## src/rtl/core/ffc_pkg.sv

```systemverilog
`timescale 1ns / 1ps
// Shared types and constants for the four-connected flood fill core.
// No dependencies; imported by ffc_nbr_unit and four_connected_flood_fill_core.
package ffc_pkg;

    localparam int POS_W        = 10;
    localparam int LABEL_PORT_W = 32;
    localparam int COUNT_W      = 21;
    localparam int CFG_DATA_W   = 11;
    localparam int CFG_INDEX_W  = 2;
    localparam int DIM_CMP_W    = 14;

    typedef enum logic [1:0] {
        CMD_WRITE = 2'd0,
        CMD_FILL  = 2'd1,
        CMD_READ  = 2'd2,
        CMD_NONE  = 2'd3
    } cmd_t;

    typedef enum logic [CFG_INDEX_W-1:0] {
        CFG_WIDTH  = 2'd0,
        CFG_HEIGHT = 2'd1
    } cfg_reg_t;

    typedef enum logic [1:0] {
        DIR_RIGHT = 2'd0,
        DIR_LEFT  = 2'd1,
        DIR_DOWN  = 2'd2,
        DIR_UP    = 2'd3
    } dir_t;

    typedef enum logic [2:0] {
        S_IDLE,
        S_RDATA,
        S_TEST,
        S_POP,
        S_LOAD,
        S_NBR
    } state_t;

    function automatic dir_t next_dir(input dir_t d);
        dir_t r;
        case (d)
            DIR_RIGHT: r = DIR_LEFT;
            DIR_LEFT:  r = DIR_DOWN;
            DIR_DOWN:  r = DIR_UP;
            default:   r = DIR_UP;
        endcase
        return r;
    endfunction

endpackage

```

## src/rtl/core/ffc_nbr_unit.sv

```systemverilog
`timescale 1ns / 1ps
// Shared neighbor step unit: bounds test and coordinate step for one direction.
// Depends on ffc_pkg.
module ffc_nbr_unit
    import ffc_pkg::*;
#(
    parameter int XW = 10,
    parameter int YW = 10,
    parameter int WW = 11,
    parameter int HW = 11
) (
    input  logic [XW-1:0] cur_x,
    input  logic [YW-1:0] cur_y,
    input  dir_t          dir,
    input  logic [WW-1:0] width,
    input  logic [HW-1:0] height,
    output logic          nbr_ok,
    output logic [XW-1:0] nbr_x,
    output logic [YW-1:0] nbr_y
);

    logic [DIM_CMP_W-1:0] x_ext;
    logic [DIM_CMP_W-1:0] y_ext;
    logic [DIM_CMP_W-1:0] x_inc;
    logic [DIM_CMP_W-1:0] y_inc;

    assign x_ext = DIM_CMP_W'(cur_x);
    assign y_ext = DIM_CMP_W'(cur_y);
    assign x_inc = x_ext + DIM_CMP_W'(1);
    assign y_inc = y_ext + DIM_CMP_W'(1);

    always_comb
    begin
        nbr_ok = 1'b0;
        nbr_x  = cur_x;
        nbr_y  = cur_y;
        case (dir)
            DIR_RIGHT:
            begin
                nbr_ok = x_inc < DIM_CMP_W'(width);
                nbr_x  = XW'(x_inc);
            end
            DIR_LEFT:
            begin
                nbr_ok = x_ext != '0;
                nbr_x  = XW'(x_ext - DIM_CMP_W'(1));
            end
            DIR_DOWN:
            begin
                nbr_ok = y_inc < DIM_CMP_W'(height);
                nbr_y  = YW'(y_inc);
            end
            default:
            begin
                nbr_ok = y_ext != '0;
                nbr_y  = YW'(y_ext - DIM_CMP_W'(1));
            end
        endcase
    end

endmodule

```

## config.mk

```make
export PLATFORM = sky130hd
export DESIGN_NAME = ffc_nbr_unit
export DESIGN_NICKNAME = d
export VERILOG_FILES = /design/src/rtl/core/ffc_pkg.sv /design/src/rtl/core/ffc_nbr_unit.sv
export SDC_FILE = /design/constraint.sdc
export NUM_CORES = 1
export LEC_CHECK = 0
export ABC_AREA = 1
export BUFFER_PORTS_ARGS = -buffer_cell sky130_fd_sc_hd__buf_4
export CORE_MARGIN = 2
export CORE_UTILIZATION = 48
export DETAILED_ROUTE_END_ITERATION = 10
export GPL_ROUTABILITY_DRIVEN = 1
export PLACE_DENSITY_LB_ADDON = 0.2
export SYNTH_ARGS = -nofsm -noshare
export SYNTH_HDL_FRONTEND = slang
export SYNTH_SLANG_ARGS = --single-unit
```

## constraint.sdc

```tcl
create_clock -name vclk -period 1.5
set_input_delay 0.075 -clock vclk [all_inputs]
set_output_delay 0.075 -clock vclk [all_outputs]
set_load 0.005 [all_outputs]
```

==> results of run 1 <==
[report_power, final]
| part | switching (mW) | total, mW | internal, mW |
|---|---|---|---|
| Combinational | 0.422 | 0.823 | 0.401 |
| Sequential | 0 | 0 | 0 |
| Clock | 0 | 0 | 0 |
[layout by cell type (no fill, tap or decap), drive strengths merged]
cell and count:
o221ai 1, o31ai 1, a21oi 6, and2 1, nand4 10, buf 126, xnor2 1, nand2 103
o21ai 11, nor3 3, nand3b 1, ha 25, inv 71, a22oi 1, o211ai 7, xor2 7
nor2 32, nand3 48
[worst max-delay path, delay by kind of cell]
family                   cells  cell delay, ps
XOR/XNOR                     1             150
AND/OR/NAND/NOR              9             750
buffers and inverters        5             540
adder cells (fa/ha/maj)      1             290
[final timing paths]
kind | from | end | cells after the start
setup / recovery | cur_y[1] | nbr_ok | 16
hold / removal | cur_x[9] | nbr_x[9] | 4
[layer usage]
metal / wire length, µm / up-vias / global-route usage, %
li1: - / 1315 / -
met4: 235 / 0 / 3.99
met3: 505 / 34 / 1.76
met2: 3410 / 163 / 56.4
met5: 0 / - / 0
met1: 2750 / 1211 / 37.0
[synth_stat cells]
cell and n:
nor2_4 1, nand2_1 99, nor3_1 2, a21oi_1 6
a22oi_1 1, o31ai_1 1, nand3_1 47, o211ai_1 7
nor3_4 1, xor2_1 7, and2_1 1, nor2_1 22
nand3_2 1, nand2_2 4, o21ai_0 4, o21ai_1 6
inv_1 62, o221ai_1 1, buf_2 5, inv_2 9
nand3b_1 1, ha_1 25, nand4_1 10, xnor2_1 1
nor2_2 9, o21ai_2 1
[what timing repair did]
item,4_1_cts,5_1_grt
resized for setup,26,36
setup buffers,8,4
setup endpoints to repair,2,6
pin swaps,21,32
endpoints found under the hold margin,0,0
[through the flow]
| step | setup WS, ps | instances |
|---|---|---|
| floorplan | 36.9 | 334 |
| global placement | -422 | 489 |
| detailed placement | -479 | 489 |
| CTS | -300 | 497 |
| global route | -451 | 501 |
| finish | -386 | 501 |
[final cells by class]
class / instances / area, µm² / area share (%)
multi-input cells: 258 / 1670 / 56.2
repair buffers: 126 / 976 / 32.8
inverters: 71 / 272 / 9.12
well taps: 46 / 57.6 / 1.93
[logic make-up after synthesis]
family | after synthesis | share of synthesized area, %
XOR/XNOR | 8 | 4.04
adder cells (fa/ha/maj) | 25 | 18.0
AND/OR/NAND/NOR | 198 | 51.6
AO/OA/AOI/OAI | 27 | 9.52
buffers and inverters | 76 | 16.8
==> summary.md, run 1 <==
| Metric | Value |
|---|---|
| CP max stage cell | ha_1 |
| Chip width | 64.1 µm |
| Hold_buf cts | 0 |
| Total global routing track utilization | 29.6% |
| Total die area | 4110 µm² |
| Synth Warn # | 0 |
| Pleak | around 1.7 nW |
| First-pass GRT wire length | roughly 10,000 µm |
| DP HPWL | about 4500 µm |
| Max rail drop VDD | around 0.22 mV |
| RSZ-0062 raised after global routing | true |
| Ratio of cells with drive above 1 in the final layout | roughly two fifths |
| Routed wire length | ~6900 µm |
| CP Capture Type | primary output |
| Number of port buffers | 65 |
| Synth Cell Area | 1730 µm² |
| Period utilization | 126% |
| Initial antenna violation count | 0 |
| Diode count | 0 |
| Final WS setup | -386 ps |
| CP Cell Sequence | buf_8 -> buf_6 -> nand2_4 -> nor2_4 -> buf_6 -> nand2_4 -> xor2_2 -> ha_1 -> nand2_2 -> inv_2 -> nand2_2 -> nor2_1 -> nand2_1 -> nand3_2 -> nand4_1 -> buf_4 |
| Seq/Total Area, Yosys | 0% |
| Cell count after synthesis | around 330 |
| Startpoint Class | primary input |
| WL per Instance | ~14 µm |
| Worst path required time | 1420 ps |
| Vias | between 2,000 and 3,000 |
| Layout net count | roughly 530 |
| Placed Area | around 2600 µm² |
| # IOs | 65 |
| Initial Util | 50.8% |
| Remaining DRCs | 0 |
| Die Ht | around 64 µm |
| Num rows | 21 |
| Synth cell types | 26 |
| Max-slew violations | 0 |
| Syn avg cell area | 5.19 µm² |
| Dominant cell type by area after synthesis | nand2_1 |
| Worst-Margin Slew | between 300 and 400 ps |
| Largest cells by area after synthesis | nand2_1 (21%), ha_1 (18%), nand3_1 (14%) |
| Fmax | 0.530 GHz |
| Max transition margin | 78.9% |
| # setup viols final | 2 |
| Power Density | between 200 and 300 nW/µm² |
| Hold Violations, Final | 0 |
| Core area | 3420 µm² |
| Overflow after GRT | 0 |
| Area Overhead vs Synth | 71.6% |
| Outcome | complete, but fails checks |
| GP Congestion | 0.887 |
| Initial drt markers | approximately 210 |
| Final Power | approximately 820 µW |
| Worst hold path class | primary input to primary output |
| Area occupied by registers | 0 µm² |
| Yosys top cell area share | a little over a fifth |
| Fin Hold WS | 472 ps |
| Critical Path Max Stage Delay | around 290 ps |
| Number of global-route vias before repair | 2,382 |
| Drt first pass iters | 5 |
| Layout fillers | approximately 200 |
| Sum of negative setup slack | -489 ps |
| Cell area after layout | 2980 µm² |
| Clk_buf instances | 0 |
| Final min period | 1890 ps |
| Max cap viols | 0 |
| WS Path Type | primary input to primary output |
| CP max FO | 3 |
| Antenna Nets Post-Route | 0 |
| Mapped Nets | ~400 |
| Failing checks | negative setup slack |
| CP arrival | 1810 ps |
| Core utilization of the finished layout | 87.1% |
| Largest net degree at the start of global routing | 14 |
| Seq_cells | 0 |
| Via density | between 5 and 6 |
(Power assumes the default switching activity.)
==> run 2: changes to the inputs <==
--- a/config.mk
+++ b/config.mk
@@ -7,6 +7,7 @@
 export LEC_CHECK = 0
 export ABC_AREA = 1
 export BUFFER_PORTS_ARGS = -buffer_cell sky130_fd_sc_hd__buf_4
+export CAP_MARGIN = 10
 export CORE_MARGIN = 2
 export CORE_UTILIZATION = 48
 export DETAILED_ROUTE_END_ITERATION = 10
==> constraint.sdc (replaced) <==
create_clock -name vclk -period 1.5
set_input_delay 0.15 -clock vclk [all_inputs]
set_output_delay 0.15 -clock vclk [all_outputs]
set_load 0.005 [all_outputs]
==> run 2 against run 1 <==
  * Via count grew 0.73%
  * Global-route usage shrank 0.15 points
  * Sequential cell count is the same
  * Maximum frequency shrank 8.4%
  * Combinational power grew 4.7%
  * Count of clock-buffer cells in the layout is the same
  * Routed wire length grew 8.9%
  * Sequential share of layout area is the same
  * The flow still finishes with violations (negative setup slack)
==> summary.md, run 2 (synthesized netlist as in run 1, its figures left out) <==
| Metric | Value |
|---|---|
| Remaining DRCs | 0 (unchanged) |
| Metal3 WL | 540 µm (+6.9%) |
| Max rail drop VDD | 0.186 mV (-14%) |
| Worst hold path depth | 4 (unchanged) |
| Cell area after layout | 3030 µm² (+1.8%) |
| Max-slew violations | 0 (unchanged) |
| Core utilization of the finished layout | 88.8% (+1.6 points) |
| GP Congestion | 0.980 (+11%) |
| Worst path required time | 1350 ps (-70 ps) |
| Hold Violations, Final | 0 (unchanged) |
| Total global routing track utilization | 29.4% (-0.15 points) |
| Fmax | 0.486 GHz (-8.4%) |
| First-pass GRT wire length | 10,100 µm (+0.41%) |
| Diode count | 0 (unchanged) |
| Power Density | 284 nW/µm² (+2.8%) |
| Period utilization | 137% (+12 points) |
| Startpoint Class | primary input |
| Num rows | 21 (unchanged) |
| Met1 wire length | 2670 µm (-2.8%) |
| Placed Area | 2700 µm² (+3.1%) |
| Met2 Wirelength | 3900 µm (+14%) |
| Ratio of cells with drive above 1 in the final layout | 42.6% (+1.1 points) |
| CP Capture Type | primary output |
| Chip width | 64.1 µm (unchanged) |
| CP arrival | 1910 ps (+100 ps) |
| Area occupied by registers | 0 µm² (unchanged) |
| Drt first pass iters | 6 (+1) |
| Top Layer Used | met4 |
| Initial Util | 50.8% (unchanged) |
| # IOs | 65 (unchanged) |
| Number of port buffers | 65 (unchanged) |
| # setup viols final | 4 (+2) |
| Antenna Nets Post-Route | 0 (unchanged) |
| Overflow after GRT | 0 (unchanged) |
| Worst-Margin Slew | 275 ps (-41.9 ps) |
| Failing checks | negative setup slack |
| CP max FO | 3 (unchanged) |
| WHS Endpoint | nbr_y[0] |
| Outcome | complete, but fails checks |
| Layout net count | 524 (-0.38%) |
| Routed wire length | 7510 µm (+8.9%) |
| Final WS setup | -559 ps (-173 ps) |
| Final min period | 2060 ps (+173 ps) |
| Seq_cells | 0 (unchanged) |
| Most frequent cells in the layout | buf_4 (116), nand2_1 (85), inv_1 (58) |
| Via density | 5.50 (+1.1%) |
| RSZ-0062 raised after global routing | true |
| HP Start | cur_y[0] |
| Max transition margin | 81.7% (+2.8 points) |
| DP HPWL | 4760 µm (+4.6%) |
| WL per Instance | 15.1 µm (+9.3%) |
| Number of global-route vias before repair | 2,459 (+3.2%) |
| Total die area | 4110 µm² (unchanged) |
| Max cap viols | 0 (unchanged) |
| Largest net degree at the start of global routing | 14 (unchanged) |
| Initial antenna violation count | 0 (unchanged) |
| Die Ht | 64.1 µm (unchanged) |
| Core area | 3420 µm² (unchanged) |
| Vias | 2,743 (+0.73%) |
| Initial drt markers | 255 (+19%) |
| Clk_buf instances | 0 (unchanged) |
| Worst hold path class | primary input to primary output |
| Pleak | 1.65 nW (-0.34%) |
| WS Path Type | primary input to primary output |
| Commonest non-fill, non-tap cell in the layout | buf_4 |
| Area Overhead vs Synth | 74.8% |
run 2: changes by cell type in the layout (fill, tap and decap cells not counted), moves of 2 or more:
cell,change
nor2_4,+6
nor2_2,-2
nand2_2,+6
nor2_1,-4
buf_4,-4
nand2_4,-2
nand2_1,-4
run 2: layer usage:
metal / track usage [%] / up-vias
li1: - / 1306
met1: 31.4 / 1213
met2: 63.4 / 180
met3: 0.704 / 44
met4: 4.26 / 0
met5: 0 / -
run 2: power by group:
group | leakage [nW] | switching (mW) | internal (mW) | total, mW
Combinational | 1.65 | 0.446 | 0.416 | 0.862
Clock | 0 | 0 | 0 | 0
Sequential | 0 | 0 | 0 | 0
run 2: how the worst max path moves through the flow:
| stage | depth (start not counted) | to | start |
|---|---|---|---|
| detailed placement | 15 | nbr_ok | cur_y[0] |
| CTS | 15 | nbr_ok | cur_y[0] |
| finish | 17 | nbr_ok | cur_x[2] |
| global route | 17 | nbr_ok | cur_x[1] |
| floorplan | 15 | nbr_ok | cur_y[1] |
| global placement | 15 | nbr_ok | cur_y[0] |
run 2: layout make-up:
cell class | count | area [µm²]
Multi-Input combinational cell | 258 | 1720
Timing Repair Buffer | 124 | 977
Fill cell | 187 | 384
Inverter | 71 | 282
Tap cell | 46 | 57.6
run 2: stage by stage:
step                      instances  worst slack, ps  power [mW]  hold slack [ps]  TNS (ps)
final                           499             -559       0.862              677      -665
after floorplan                 334            -38.2       0.335              350     -38.2
after detailed placement        493             -497       0.714              668      -526
after global placement          493             -460       0.697              671      -478
after global routing            499             -684       0.928              694     -1020
after CTS                       495             -350       0.752              674      -350
run 2: repair_timing:
| item | CTS | global route |
|---|---|---|
| hold buffers | 0 | 0 |
| setup buffers | 2 | 4 |
| pin swaps | 17 | 21 |
| resized for setup | 22 | 50 |
| endpoints found under the setup margin | 4 | 11 |
run 2: critical path, cell delays in order:
cell,delay [ps]
buf_4,120
nand2_2,80
nor2_4,130
buf_4,130
nand2_2,60
o21ai_1,200
nand2_1,120
inv_1,70
ha_1,220
nand2_2,70
inv_1,50
nand2_1,90
nand2_2,80
nand2_1,70
nand3_1,80
nand4_1,90
buf_4,110
==> run 3: changes to the inputs <==
--- a/config.mk
+++ b/config.mk
@@ -9,7 +9,7 @@
 export BUFFER_PORTS_ARGS = -buffer_cell sky130_fd_sc_hd__buf_4
 export CAP_MARGIN = 10
 export CORE_MARGIN = 2
-export CORE_UTILIZATION = 48
+export CORE_UTILIZATION = 53
 export DETAILED_ROUTE_END_ITERATION = 10
 export GPL_ROUTABILITY_DRIVEN = 1
 export PLACE_DENSITY_LB_ADDON = 0.2
==> constraint.sdc (replaced) <==
create_clock -name vclk -period 2.3
set_input_delay 0.23 -clock vclk [all_inputs]
set_output_delay 0.23 -clock vclk [all_outputs]
set_load 0.005 [all_outputs]
==> run 3 against run 2 <==
  * The run now ends clean
  * Non-clock buffer count is 58 lower
  * Combinational power decreased by 54%
  * Critical path depth shrank 3
  * Final area shrank 24%
  * Cell count down 12%
  * Sequential share of layout area stayed put
  * First-iteration DRC count fell by 64%
  * Critical path type unchanged
  * Critical endpoint unchanged
==> summary.md, run 3 (synthesized netlist as in run 1, its figures left out) <==
| Metric | Value |
|---|---|
| Placed Area | 2260 µm² (-16%) |
| Final Power | 400 µW (-54%) |
| Worst path required time | 2070 ps (+720 ps) |
| CP max stage cell | ha_1 |
| Routed wire length | 4970 µm (-34%) |
| First-pass GRT wire length | 7770 µm (-23%) |
| Critical Path Max Stage Delay | 280 ps (+60 ps) |
| Ratio of cells with drive above 1 in the final layout | 24.8% (-18 points) |
| WHS Endpoint | nbr_x[0] |
| Sum of negative setup slack | 0 ps (+665 ps) |
| Commonest non-fill, non-tap cell in the layout | nand2_1 |
| Initial drt markers | 91 (-64%) |
| Die Ht | 61.2 µm (-4.5%) |
| Period utilization | 94.3% |
| Worst-Margin Slew | 267 ps (-7.69 ps) |
| GP Congestion | 0.951 (-3.0%) |
| # setup viols final | 0 (-4) |
| Startpoint Class | primary input |
| Final min period | around 2200 ps |
| Power Density | 173 nW/µm² (-39%) |
| Chip width | 61.2 µm (-4.5%) |
| Initial Util | 56.3% (+5.6 points) |
| Cell area after layout | 2300 µm² (-24%) |
| Cell mode on critical path | nor2_1 |
| Worst hold path class | primary input to primary output |
| Pleak | 1.33 nW (-19%) |
| Seq_cells | 0 (unchanged) |
| Antenna Nets Post-Route | 0 (unchanged) |
| Cell family with most CP delay | simple AND/OR/NAND/NOR gates |
| Max rail drop VDD | 0.118 mV (-37%) |
| Drt first pass iters | 4 (-2) |
| Outcome | completed |
| Initial antenna violation count | 0 (unchanged) |
| Max-slew violations | 0 (unchanged) |
| Hold Violations, Final | 0 (unchanged) |
| Number of global-route vias before repair | 1,849 (-25%) |
| CP Capture Type | primary output |
| Overflow after GRT | 0 (unchanged) |
| Max cap viols | 0 (unchanged) |
| Hold_buf cts | 0 (unchanged) |
| Via density | 5.19 (-5.6%) |
| HP Start | cur_x[0] |
| Remaining DRCs | 0 (unchanged) |
| CP Cell Sequence | buf_4 -> ha_1 -> nand3_2 -> nor2_1 -> nand2_1 -> nand2_1 -> inv_1 -> ha_1 -> a21oi_1 -> nor2_1 -> nor2_1 -> nand3_1 -> nand4_1 -> buf_4 |
| Most frequent cells in the layout | nand2_1 (99), buf_4 (66), inv_1 (62) |
| CP max FO | 4 (+1) |
| Diode count | 0 (unchanged) |
| Core area | 3080 µm² (-9.9%) |
| Total global routing track utilization | 26.0% (-3.5 points) |
| Worst hold path depth | 3 (-1) |
| WL per Instance | 11.3 µm (-25%) |
| DP HPWL | 4040 µm (-15%) |
| CP arrival | 1940 ps (+30 ps) |
| Clk_buf instances | 0 (unchanged) |
| Area occupied by registers | 0 µm² (unchanged) |
| Max transition margin | 82.1% (+0.49 points) |
| Largest net degree at the start of global routing | 22 (+8) |
| Total die area | 3750 µm² (-8.9%) |
| Layout fillers | 292 (+56%) |
| Area Overhead vs Synth | 32.9% |
| Number of port buffers | 65 (unchanged) |
| # IOs | 65 (unchanged) |
| Fmax | around 0.46 GHz |
| Vias | 2,279 (-17%) |
| CP Buf/Inv Count | 3 (-2) |
| Num rows | 20 (-4.8%) |
| Layout net count | 466 (-11%) |
| WS Path Type | primary input to primary output |
## run 3: metrics by stage
step / cells / hold WS [ps] / util, % / setup WS (ps)
2_1_floorplan: 334 / 510 / - / 527
3_3_place_gp: 439 / 754 / 73.4 / 88.7
3_5_place_dp: 439 / 754 / 73.4 / 83.0
4_1_cts: 439 / 754 / 73.4 / 73.2
5_1_grt: 439 / 790 / 74.9 / -27.1
6_report: 439 / 755 / 74.9 / 131
## run 3: worst min-delay path: cells and delay by family
kind	cells	cell delay, ps
xor gates and xnor gates	1	60
buffers and inverters	2	240
## run 3: area by class of cell
cell class | instances | area (µm²) | share of cell area, %
multi-input cells | 258 | 1490 | 64.5
repair buffers | 66 | 495 | 21.5
well taps | 44 | 55.1 | 2.39
inverters | 71 | 267 | 11.6
## run 3: timing repair
action / in CTS / in global routing
setup buffers: 0 / 0
resized for setup: 0 / 9
endpoints found under the setup margin: 0 / 1
## run 3: worst max path at each step
stage / start / end / slack (ps) / cells past startpoint
floorplan: cur_y[0] / nbr_ok / 530 / 14
global placement: cur_y[0] / nbr_ok / 90 / 16
detailed placement: cur_y[0] / nbr_ok / 80 / 16
CTS: cur_y[0] / nbr_ok / 70 / 16
global route: cur_x[0] / nbr_ok / -30 / 14
finish: cur_x[0] / nbr_ok / 130 / 14
## run 3: power breakdown
group          switching, mW  internal, mW  leakage, nW
sequential                 0             0            0
combinational          0.219         0.181         1.33
clock                      0             0            0
total                  0.219         0.181         1.33
## run 3: metal layers
metal  track usage, %  share of wire (%)  wire length (µm)
met1             39.6                 45              2260
met2             41.6                 44              2180
met3             2.10                9.5               474
met4            0.932                1.1                56
met5                0                  0                 0
